**src/tes_pkg.sv**
```systemverilog
package tes_pkg;

	localparam int SlotsDef = 16;
	localparam int MaxFire = 16;
	localparam int FireCntW = $clog2(MaxFire);

	typedef enum logic [1:0] {
		KIND_TICK   = 2'd0,
		KIND_SCHED  = 2'd1,
		KIND_CANCEL = 2'd2,
		KIND_SET    = 2'd3
	} kind_t;

	typedef enum logic {
		ST_OK   = 1'b0,
		ST_FULL = 1'b1
	} status_t;

	typedef struct packed {
		kind_t        kind;
		logic [31:0]  delay_us;
		logic [15:0]  event_id;
		logic [15:0]  event_value;
		logic         repeating;
		logic [63:0]  new_time;
	} req_t;

	typedef struct packed {
		logic         is_fired;
		logic [15:0]  fired_id;
		logic [15:0]  fired_value;
		logic         status;
		logic         last;
	} rsp_t;

	typedef struct packed {
		logic [63:0]  deadline;
		logic [31:0]  period;
		logic [15:0]  id;
		logic [15:0]  value;
		logic         repeats;
	} slot_t;

	typedef struct packed {
		logic    load;
		logic    scan_clr;
		logic    scan_rd;
		logic    scan_step;
		logic    sched_write;
		logic    take_best;
		logic    emit_fire;
		logic    emit_last;
		logic    emit_ack;
		status_t ack_status;
	} ctl_cmd_t;

	typedef struct packed {
		kind_t kind;
		logic  scan_end;
		logic  free_hit;
		logic  found;
		logic  have_pend;
		logic  cnt_last;
		logic  out_free;
	} dp_stat_t;

endpackage

```
**src/tes_ram.sv**
```systemverilog
module tes_ram #(
	parameter int Width = 8,
	parameter int Depth = 16,
	localparam int AddrW = (Depth > 1) ? $clog2(Depth) : 1
) (
	input  logic             clk,
	input  logic             we,
	input  logic [AddrW-1:0] waddr,
	input  logic [Width-1:0] wdata,
	input  logic [AddrW-1:0] raddr,
	output logic [Width-1:0] rdata
);

	logic [Width-1:0] mem [Depth];

	always_ff @(posedge clk) begin
		if (we) begin
			mem[waddr] <= wdata;
		end
		rdata <= mem[raddr];
	end

endmodule

```
**src/tes_ctrl.sv**
```systemverilog
module tes_ctrl import tes_pkg::*; (
	input  logic     clk,
	input  logic     arst_n,
	input  logic     req_valid,
	input  kind_t    req_kind,
	output logic     req_stall,
	input  dp_stat_t stat,
	output ctl_cmd_t cmd
);

	typedef enum logic [2:0] {
		S_IDLE,
		S_SCAN,
		S_SCAN_WAIT,
		S_DECIDE,
		S_FREE,
		S_FLUSH,
		S_ACK
	} state_t;

	state_t  state_q;
	state_t  state_d;
	status_t ack_status_q;
	status_t ack_status_d;

	assign req_stall = (state_q != S_IDLE);

	always_comb begin
		cmd = '0;
		cmd.ack_status = ack_status_q;
		state_d = state_q;
		ack_status_d = ack_status_q;
		case (state_q)
			S_IDLE: begin
				if (req_valid) begin
					cmd.load = 1'b1;
					cmd.scan_clr = 1'b1;
					case (req_kind)
						KIND_TICK:   state_d = S_SCAN;
						KIND_CANCEL: state_d = S_SCAN;
						KIND_SCHED:  state_d = S_FREE;
						default: begin
							ack_status_d = ST_OK;
							state_d = S_ACK;
						end
					endcase
				end
			end
			S_SCAN: begin
				cmd.scan_rd = 1'b1;
				if (stat.scan_end) begin
					state_d = S_SCAN_WAIT;
				end
			end
			S_SCAN_WAIT: begin
				// last read is evaluated in this cycle
				if (stat.kind == KIND_CANCEL) begin
					ack_status_d = ST_OK;
					state_d = S_ACK;
				end else begin
					state_d = S_DECIDE;
				end
			end
			S_DECIDE: begin
				if (stat.found) begin
					if (!stat.have_pend || stat.out_free) begin
						// previous fire goes out now that we know another follows
						cmd.emit_fire = stat.have_pend;
						cmd.take_best = 1'b1;
						cmd.scan_clr = 1'b1;
						state_d = stat.cnt_last ? S_FLUSH : S_SCAN;
					end
				end else if (stat.have_pend) begin
					state_d = S_FLUSH;
				end else begin
					state_d = S_IDLE;
				end
			end
			S_FREE: begin
				if (stat.free_hit) begin
					cmd.sched_write = 1'b1;
					ack_status_d = ST_OK;
					state_d = S_ACK;
				end else if (stat.scan_end) begin
					ack_status_d = ST_FULL;
					state_d = S_ACK;
				end else begin
					cmd.scan_step = 1'b1;
				end
			end
			S_FLUSH: begin
				if (stat.out_free) begin
					cmd.emit_fire = 1'b1;
					cmd.emit_last = 1'b1;
					state_d = S_IDLE;
				end
			end
			S_ACK: begin
				if (stat.out_free) begin
					cmd.emit_ack = 1'b1;
					state_d = S_IDLE;
				end
			end
			default: begin
				state_d = S_IDLE;
			end
		endcase
	end

	always_ff @(posedge clk or negedge arst_n) begin
		if (!arst_n) begin
			state_q <= S_IDLE;
			ack_status_q <= ST_OK;
		end else begin
			state_q <= state_d;
			ack_status_q <= ack_status_d;
		end
	end

endmodule

```
**src/tes_dp.sv**
```systemverilog
module tes_dp import tes_pkg::*; #(
	parameter int SLOTS = SlotsDef
) (
	input  logic     clk,
	input  logic     arst_n,
	input  req_t     req,
	input  ctl_cmd_t cmd,
	output dp_stat_t stat,
	output logic     rsp_valid,
	input  logic     rsp_stall,
	output rsp_t     rsp
);

	localparam int AW = (SLOTS > 1) ? $clog2(SLOTS) : 1;
	localparam int SlotW = $bits(slot_t);

	// latched beat
	kind_t        kind_q;
	logic [31:0]  delay_q;
	logic [15:0]  id_q;
	logic [15:0]  value_q;
	logic         rep_q;

	logic [63:0]      clock_q;
	logic [SLOTS-1:0] valid_q;
	logic [SLOTS-1:0] done_q;
	logic [AW-1:0]    scan_q;
	logic             chk_s1;
	logic [AW-1:0]    idx_s1;
	logic             found_q;
	slot_t            best_q;
	logic [AW-1:0]    best_idx_q;
	logic             have_pend_q;
	logic [15:0]      pend_id_q;
	logic [15:0]      pend_value_q;
	logic [FireCntW-1:0] fire_cnt_q;
	logic             rsp_valid_q;
	rsp_t             rsp_q;

	logic             ram_we;
	logic [AW-1:0]    ram_waddr;
	slot_t            ram_wdata;
	logic [SlotW-1:0] ram_rdata;
	slot_t            rd;
	slot_t            new_slot;
	slot_t            rearm_slot;
	logic             tick_hit;
	logic             cancel_hit;
	logic             out_free;

	assign rd = slot_t'(ram_rdata);

	always_comb begin
		new_slot.deadline = clock_q + 64'(delay_q);
		new_slot.period   = delay_q;
		new_slot.id       = id_q;
		new_slot.value    = value_q;
		new_slot.repeats  = rep_q;
		rearm_slot = best_q;
		rearm_slot.deadline = best_q.deadline + 64'(best_q.period);
	end

	assign ram_we    = cmd.sched_write | (cmd.take_best & best_q.repeats);
	assign ram_waddr = cmd.sched_write ? scan_q : best_idx_q;
	assign ram_wdata = cmd.sched_write ? new_slot : rearm_slot;

	tes_ram #(
		.Width(SlotW),
		.Depth(SLOTS)
	) u_slots (
		.clk  (clk),
		.we   (ram_we),
		.waddr(ram_waddr),
		.wdata(ram_wdata),
		.raddr(scan_q),
		.rdata(ram_rdata)
	);

	// due, not yet fired this tick, and strictly earlier than the best so far
	assign tick_hit = chk_s1 && (kind_q == KIND_TICK) && valid_q[idx_s1] && !done_q[idx_s1]
		&& (rd.deadline <= clock_q) && (!found_q || (rd.deadline < best_q.deadline));
	assign cancel_hit = chk_s1 && (kind_q == KIND_CANCEL) && valid_q[idx_s1]
		&& (rd.id == id_q) && (rd.value == value_q);

	assign out_free = !rsp_valid_q || !rsp_stall;

	always_comb begin
		stat.kind      = kind_q;
		stat.scan_end  = (scan_q == AW'(SLOTS - 1));
		stat.free_hit  = !valid_q[scan_q];
		stat.found     = found_q;
		stat.have_pend = have_pend_q;
		stat.cnt_last  = (fire_cnt_q == FireCntW'(MaxFire - 1));
		stat.out_free  = out_free;
	end

	always_ff @(posedge clk) begin
		if (cmd.load) begin
			delay_q <= req.delay_us;
			id_q    <= req.event_id;
			value_q <= req.event_value;
			rep_q   <= req.repeating;
		end
		if (tick_hit) begin
			best_q     <= rd;
			best_idx_q <= idx_s1;
		end
		idx_s1 <= scan_q;
		if (cmd.take_best) begin
			pend_id_q    <= best_q.id;
			pend_value_q <= best_q.value;
		end
		if (cmd.emit_fire) begin
			rsp_q <= '{is_fired: 1'b1, fired_id: pend_id_q, fired_value: pend_value_q,
				status: ST_OK, last: cmd.emit_last};
		end else if (cmd.emit_ack) begin
			rsp_q <= '{is_fired: 1'b0, fired_id: '0, fired_value: '0,
				status: cmd.ack_status, last: 1'b1};
		end
	end

	always_ff @(posedge clk or negedge arst_n) begin
		if (!arst_n) begin
			kind_q      <= KIND_TICK;
			clock_q     <= '0;
			valid_q     <= '0;
			done_q      <= '0;
			scan_q      <= '0;
			chk_s1      <= 1'b0;
			found_q     <= 1'b0;
			have_pend_q <= 1'b0;
			fire_cnt_q  <= '0;
			rsp_valid_q <= 1'b0;
		end else begin
			chk_s1 <= cmd.scan_rd;
			if (cmd.load) begin
				kind_q      <= req.kind;
				done_q      <= '0;
				have_pend_q <= 1'b0;
				fire_cnt_q  <= '0;
				case (req.kind)
					KIND_TICK: clock_q <= clock_q + 64'd1;
					KIND_SET:  clock_q <= req.new_time;
					default: begin
					end
				endcase
			end
			if (cmd.scan_clr) begin
				scan_q  <= '0;
				found_q <= 1'b0;
			end else if (cmd.scan_rd || cmd.scan_step) begin
				scan_q <= scan_q + AW'(1);
			end
			if (tick_hit) begin
				found_q <= 1'b1;
			end
			if (cancel_hit) begin
				valid_q[idx_s1] <= 1'b0;
			end
			if (cmd.sched_write) begin
				valid_q[scan_q] <= 1'b1;
			end
			if (cmd.take_best) begin
				done_q[best_idx_q] <= 1'b1;
				have_pend_q <= 1'b1;
				fire_cnt_q <= fire_cnt_q + FireCntW'(1);
				if (!best_q.repeats) begin
					valid_q[best_idx_q] <= 1'b0;
				end
			end
			if (cmd.emit_fire || cmd.emit_ack) begin
				rsp_valid_q <= 1'b1;
			end else if (!rsp_stall) begin
				rsp_valid_q <= 1'b0;
			end
		end
	end

	assign rsp_valid = rsp_valid_q;
	assign rsp = rsp_q;

endmodule

```
**src/timer_event_scheduler.sv**
```systemverilog
// Timer event scheduler: a 64-bit microsecond clock plus a table of SLOTS timer events held
// in a slot RAM with separate read and write ports and one valid flag per slot. Request beats
// (tick, schedule, cancel, set time) are taken one at a time; req_stall stays high until the
// beat's work is done, while the response register may still hold an earlier beat. Schedule
// searches the valid flags for the lowest free slot one slot per cycle. Cancel reads every
// slot once. A tick runs one full pass over the slot RAM for each event it fires plus a final
// pass that finds nothing due (no final pass when 16 fire). A tick fires at most 16 events;
// any still due stay pending for the next tick. Each fired event gives one response beat,
// acknowledge beats carry is_fired low, and last marks the final beat of each request (a tick
// that fires nothing gives no beat). Extra cycles are added whenever rsp_stall holds a beat.
module timer_event_scheduler import tes_pkg::*; #(
	parameter int SLOTS = SlotsDef
) (
	input  logic clk,
	input  logic arst_n,
	input  logic req_valid,
	output logic req_stall,
	input  req_t req,
	output logic rsp_valid,
	input  logic rsp_stall,
	output rsp_t rsp
);

	ctl_cmd_t cmd;
	dp_stat_t stat;

	tes_ctrl u_ctrl (
		.clk      (clk),
		.arst_n   (arst_n),
		.req_valid(req_valid),
		.req_kind (req.kind),
		.req_stall(req_stall),
		.stat     (stat),
		.cmd      (cmd)
	);

	tes_dp #(
		.SLOTS(SLOTS)
	) u_dp (
		.clk      (clk),
		.arst_n   (arst_n),
		.req      (req),
		.cmd      (cmd),
		.stat     (stat),
		.rsp_valid(rsp_valid),
		.rsp_stall(rsp_stall),
		.rsp      (rsp)
	);

endmodule
```
**config.mk**
```make
export PLATFORM = sky130hd
export DESIGN_NAME = timer_event_scheduler
export DESIGN_NICKNAME = d
export VERILOG_FILES = /design/src/tes_pkg.sv /design/src/tes_ram.sv /design/src/tes_ctrl.sv /design/src/tes_dp.sv /design/src/timer_event_scheduler.sv
export SDC_FILE = /design/constraint.sdc
export NUM_CORES = 2
export LEC_CHECK = 0
export ABC_AREA = 1
export ABC_CLOCK_PERIOD_IN_PS = 10400
export BUFFER_PORTS_ARGS = -buffer_cell sky130_fd_sc_hd__buf_2
export CELL_PAD_IN_SITES_DETAIL_PLACEMENT = 1
export CELL_PAD_IN_SITES_GLOBAL_PLACEMENT = 1
export CORE_ASPECT_RATIO = 0.5
export CORE_UTILIZATION = 45
export CTS_CLUSTER_SIZE = 10
export DETAILED_ROUTE_END_ITERATION = 6
export GPL_ROUTABILITY_DRIVEN = 0
export PLACE_DENSITY = 0.81
export SLEW_MARGIN = 25
export SYNTH_ARGS = -nofsm -noshare
export SYNTH_HDL_FRONTEND = slang
export SYNTH_HIERARCHICAL = 1
export SYNTH_SLANG_ARGS = --single-unit
```
**constraint.sdc**
```tcl
create_clock -name clk -period 10.4 [get_ports clk]
set_input_delay 1.04 -clock clk [delete_from_list [all_inputs] [get_ports clk]]
set_output_delay 1.04 -clock clk [all_outputs]
set_load 0.1 [all_outputs]
```
* Word-level counts from Yosys, hierarchy flattened *
Memories as Yosys holds them, arrays and structs flattened. A register that Yosys moved wholly into a read port is not among the register bits.
Index checks and enable logic that the tools add are counted.

word-level totals
  register bits after elaboration = 383
  RAM bits = 2064
  bits of input ports = 135
  word-level logic and storage cells = 183
  memories kept = 1

cells by class
  add/subtract/negate cells = 5
  magnitude comparators = 8
  equal/unequal tests = 22
  multiplexer cells = 71
  bitwise operators = 8
  reductions and logical operators = 38

memory list
  name              words  width  read ports  clocked after Yosys merged registers in  wr ports  RTL line       RTL
  u_dp.u_slots.mem  16     129    1           1                                        1         tes_ram.sv:14  logic [Width-1:0] mem [Depth];

operator list
  kind                                                                                 count
  129-bit 2-to-1 mux                                                                   1
  64-bit by 32-bit adder with 64-bit output                                            2
  64-bit case mux with 2 select lines                                                  1
  16-bit 2-to-1 mux                                                                    6
  34-bit 2-to-1 mux                                                                    2
  64-bit by 1-bit adder with 64-bit output, second input constant                      1
  64-bit less-or-equal comparator                                                      1
  64-bit less-than comparator                                                          1
  16-bit bitwise AND                                                                   2
  16-bit == test                                                                       2
  16-bit NOT                                                                           2
  16-bit bitwise OR                                                                    2
  1-bit 2-to-1 mux                                                                     30
  3-bit 2-to-1 mux                                                                     10
  4-bit 2-to-1 mux                                                                     5
  3-bit case mux with 6 select lines                                                   1
  4-bit by 5-bit less-than comparator with 1-bit output, second input constant         3
  1-bit binary-select mux with 4-bit select                                            3
  1-bit demux with 4-bit select                                                        3
  4-bit by 1-bit greater-or-equal comparator with 1-bit output, second input constant  3
  1-bit logical AND                                                                    12
  2-bit 2-to-1 mux                                                                     5
  5-bit AND reduction                                                                  2
  2-bit nonzero test                                                                   5
  other kinds (23)                                                                     47

* Logic depth before layout (Yosys ltp) *
  depth in word-level cells = 12
  gate-level depth with buffers = 18
  mapped depth without buffers = 18

* By module *
Netlist, hierarchy kept.

modules (own cells, without submodules)
  module    times used  cells each  area an instance (sq um)  sequential area each (sq um)
  tes_ram   1           7846        88305.9                   64561.9
  tes_dp    1           3722        27288.7                   10770.3
  tes_ctrl  1           84          520.5                     100.1

* Least setup slack after synthesis *
No wires, ideal clock.

  path kind = input to register
  start = input port rsp_stall
  end = memory u_dp/u_slots/mem[12][0] (netlist bit) (enable)
  arrival = 9.158 ns
  required time = 9.781 ns
  path slack = 0.622 ns
  stages on the path = 8
  cells stage by stage = nand2_1 buf_4 nor2_1 nor2_1 inv_1 o21ai_0 nand3_1 nor2_1

RTL lines
  element      RTL line                     RTL
  from (decl)  timer_event_scheduler.sv:20  input logic rsp_stall,
  to (decl)    tes_ram.sv:14

==> impl_metrics.json <==
{
  "swShare": 0.3968,
  "required_ns": 10.93,
  "cts_tree": "done",
  "synth_seq_area_share": 0.6496,
  "power.switching_mw": 13.56,
  "cts_setup_buffers": 0,
  "finalCritPeriodShare": 0.6449,
  "syn_area_per_cell_um2": 9.965,
  "wl_per_cell_um": 26.97,
  "p_seq_frac": 0.395,
  "hold_viol": 0,
  "cts-root-buf": "clkbuf_16",
  "routed_wl_um": 413400,
  "crit_fanout": 95,
  "place_area_um2": 120000,
  "dp_hpwl_um": 250000,
  "die_y_um": 361.2,
  "rsz0062_at_grt": "false",
  "netlist_area_um2": 116100,
  "worstSkewPairLatency_ns": 0.90,
  "r2r_end": "u_dp/u_slots/mem[15][116]$_DFFE_PP_",
  "holdWs_ns": 0.1963,
  "row_count": 131,
  "grt_pass1_wl_um": 602400,
  "synth_edf_count": 2327,
  "relSlewSlack": 0.2278,
  "critPathLaunch": "u_dp/scan_q[0]$_DFFE_PN0P_",
  "antenna_found_initial": 38,
  "ys_warn_count": 6,
  "final_area_um2": 128700,
  "setup_viol": 0,
  "p_per_area_nw_per_um2": 265.5,
  "first_global_vias": 93242,
  "die_area_um2": 260200,
  "port_buffers": 171,
  "final.setup_skew_ns": 0.06108,
  "rrSetupSlack_ns": 3.69,
  "end_kind": "flop",
  "synth_seq_cells": 2576,
  "status": "finished, final reports clean",
  "post_cts_resized": 0,
  "synth_fp_nets": 11987,
  "post-place-cells": 14809,
  "clk_path_buf_depth": 4,
  "layout_min_cycle_time_ns": 6.707,
  "reg2reg_depth": 15,
  "io_pins": 172,
  "core_um2": 255700,
  "synthArstFlopShare": 0.04425,
  "rr_startpoint": "u_dp/scan_q[0]$_DFFE_PN0P_",
  "tightest_slew_ns": 1.158,
  "syn2layout_area_growth_pct": 10.86,
  "final_core_utilization": 0.5034,
  "grt_util_all_layers": 0.3099,
  "p_int_mw": 20.62,
  "drc_errors": 0,
  "drt_iter0_markers": 11625,
  "nNetsFinal": 12057,
  "grt_max_degree": 198,
  "pre_cts_slack_ns": 3.823,
  "htreeDepth": 5,
  "tns_ns": 0,
  "hold_class": "input port to async pin",
  "p_leak_nw": 52.53,
  "die_w_um": 720.4,
  "total_power_mw": 34.18,
  "cts.clk_slew.worst_paths_ns": 0.06,
  "viasPerCell": 5.910,
  "syn_inst": 11652,
  "maxSlewViolCount": 0,
  "holdBufCountCts": 0,
  "peakVddDrop_uv": 221.3,
  "initial_core_util": 0.4541,
  "num_vias": 90600,
  "fin_ws_ns": 3.693,
  "grt_remaining_overflow": 0,
  "cts.sinks": 2576,
  "p_comb_frac": 0.319,
  "cp-start-kind": "flop",
  "worst-endpoint-arrival_ns": 7.24,
  "drv_cap": 0,
  "synth.distinct_cells": 53,
  "pwr-share-clk": 0.286,
  "fmax_ghz": 0.1491,
  "finalNonFillerCells": 15330,
  "synth_flop_cell": "edfxtp_1",
  "drt-pass1-iter-count": 6,
  "final_antenna_net_count": 0,
  "layout-drive-gt1-share": 0.06305,
  "cts_buffers": 301,
  "crit_type": "flop to flop"
}
-- layer usage --
layer	wire, µm	GRT usage	up-vias
li1	-	-	38867
met1	166400	0.4320	45753
met5	268	0	-
met4	16050	0.1142	28
met2	183600	0.4736	4992
met3	47050	0.07345	960
-- synth_stat cells (5+ instances only) --
cell         n  area share
a21oi_1    227      0.0098
a22oi_1     10     0.00065
and2_1       5     0.00027
buf_1       23     0.00074
buf_2      278       0.012
buf_4       65      0.0042
buf_6        9     0.00087
clkbuf_1   134      0.0043
dfrtp_1    114       0.025
dfxtp_1    135       0.023
edfxtp_1  2327        0.60
ha_1       198       0.021
inv_1     1313       0.042
inv_2       21     0.00068
nand2_1   3989        0.13
nand2_2      6     0.00032
nand3_1   1709       0.074
nand3_2      5     0.00043
nand3b_1     6     0.00039
nand4_1     60      0.0032
nor2_1     415       0.013
nor2_2      14     0.00075
nor2_4       5     0.00048
nor3_1      61      0.0026
nor3_2      19      0.0016
nor4_1      13     0.00070
o211ai_1    14     0.00091
o21a_1       8     0.00052
o21ai_0    247       0.011
o21ai_1     22     0.00095
o21bai_1     8     0.00052
o22ai_1     48      0.0026
or2_1        9     0.00048
or2_2       20      0.0011
xnor2_1     19      0.0014
xor2_1      61      0.0046
-- power groups by stage --
stage | sequential (mW) | clock [mW] | combinational, mW
after CTS | 13.4 | 9.85 | 10.6
after detailed placement | 13.6 | 0 | 10.5
after floorplan | 13.1 | 0 | 7.05
after global routing | 13.5 | 10.2 | 11.7
final | 13.5 | 9.77 | 10.9
after global placement | 13.5 | 0 | 9.94
-- cells by family (layout without fill, tap and decap cells) --
kind of cell	Yosys count	in the layout	synth area share
buffers and inverters	1848	2123	0.06546
adders and majority gates	200	200	0.02168
muxes	3	3	0.0002586
other	0	12	0
and+or+nand+nor	6347	6347	0.2293
AOI/OAI and AO/OA	598	598	0.02759
DFF	2576	2576	0.6496
xor gates and xnor gates	80	80	0.006034
-- final cells by class --
type	count	area [µm²]
fill	28137	127000
sequential	2576	75450
multi-input combinational	7228	33330
clock buffer	488	8361
inverter	1337	5070
tap	3391	4243
timing repair buffer	278	2007
clock inverter	20	241.5
antenna	12	30.03
-- worst max-delay path, stage by stage (launching register included) --
cell,delay (ns)
dfrtp_4,0.98
inv_2,0.26
nor2_1,0.16
a21oi_1,0.07
o21ai_0,0.18
nand3_1,0.12
nand4_1,0.20
inv_1,0.09
nor2_4,0.11
buf_4,0.80
inv_6,0.45
o21ai_0,0.39
nand3_1,0.43
nor2_4,0.64
buf_12,0.71
buf_4,0.49
-- cell usage in the layout, fill, tap and decap left out, drive strengths merged, types with 10 or more instances in the layout --
| master | synthesis | layout |
|---|---|---|
| a21oi | 228 | 228 |
| a22oi | 10 | 10 |
| buf | 375 | 278 |
| clkbuf | 136 | 488 |
| clkinv | 2 | 10 |
| dfrtp | 114 | 114 |
| dfxtp | 135 | 135 |
| diode | 0 | 12 |
| edfxtp | 2327 | 2327 |
| ha | 198 | 198 |
| inv | 1335 | 1347 |
| nand2 | 3997 | 3997 |
| nand3 | 1716 | 1716 |
| nand4 | 60 | 60 |
| nor2 | 434 | 434 |
| nor3 | 80 | 80 |
| nor4 | 13 | 13 |
| o211ai | 16 | 16 |
| o21ai | 270 | 270 |
| o22ai | 48 | 48 |
| or2 | 30 | 30 |
| xnor2 | 19 | 19 |
| xor2 | 61 | 61 |
-- worst max path at each step --
stage	cells past startpoint	slack [ns]	endpoint
final	15	3.69	u_dp/u_slots/mem[15][116]$_DFFE_PP_
after global routing	15	3.39	u_dp/u_slots/mem[15][102]$_DFFE_PP_
after CTS	15	3.80	u_dp/u_slots/mem[15][102]$_DFFE_PP_
after detailed placement	15	3.82	u_dp/u_slots/mem[15][124]$_DFFE_PP_
after global placement	15	3.89	u_dp/u_slots/mem[15][116]$_DFFE_PP_
after floorplan	8	0.62	u_dp/u_slots/mem[12][0]$_DFFE_PP_
-- state kept, by name, indices dropped and copies added (netlist names), 32 cells and up --
name / cells
u_dp/delay_q: 32
u_dp/best_q: 129
u_dp/rsp: 35
u_dp/u_slots/rdata: 129
u_dp/u_slots/mem: 2064
u_dp/clock_q: 64
(Power assumes the default switching activity.)
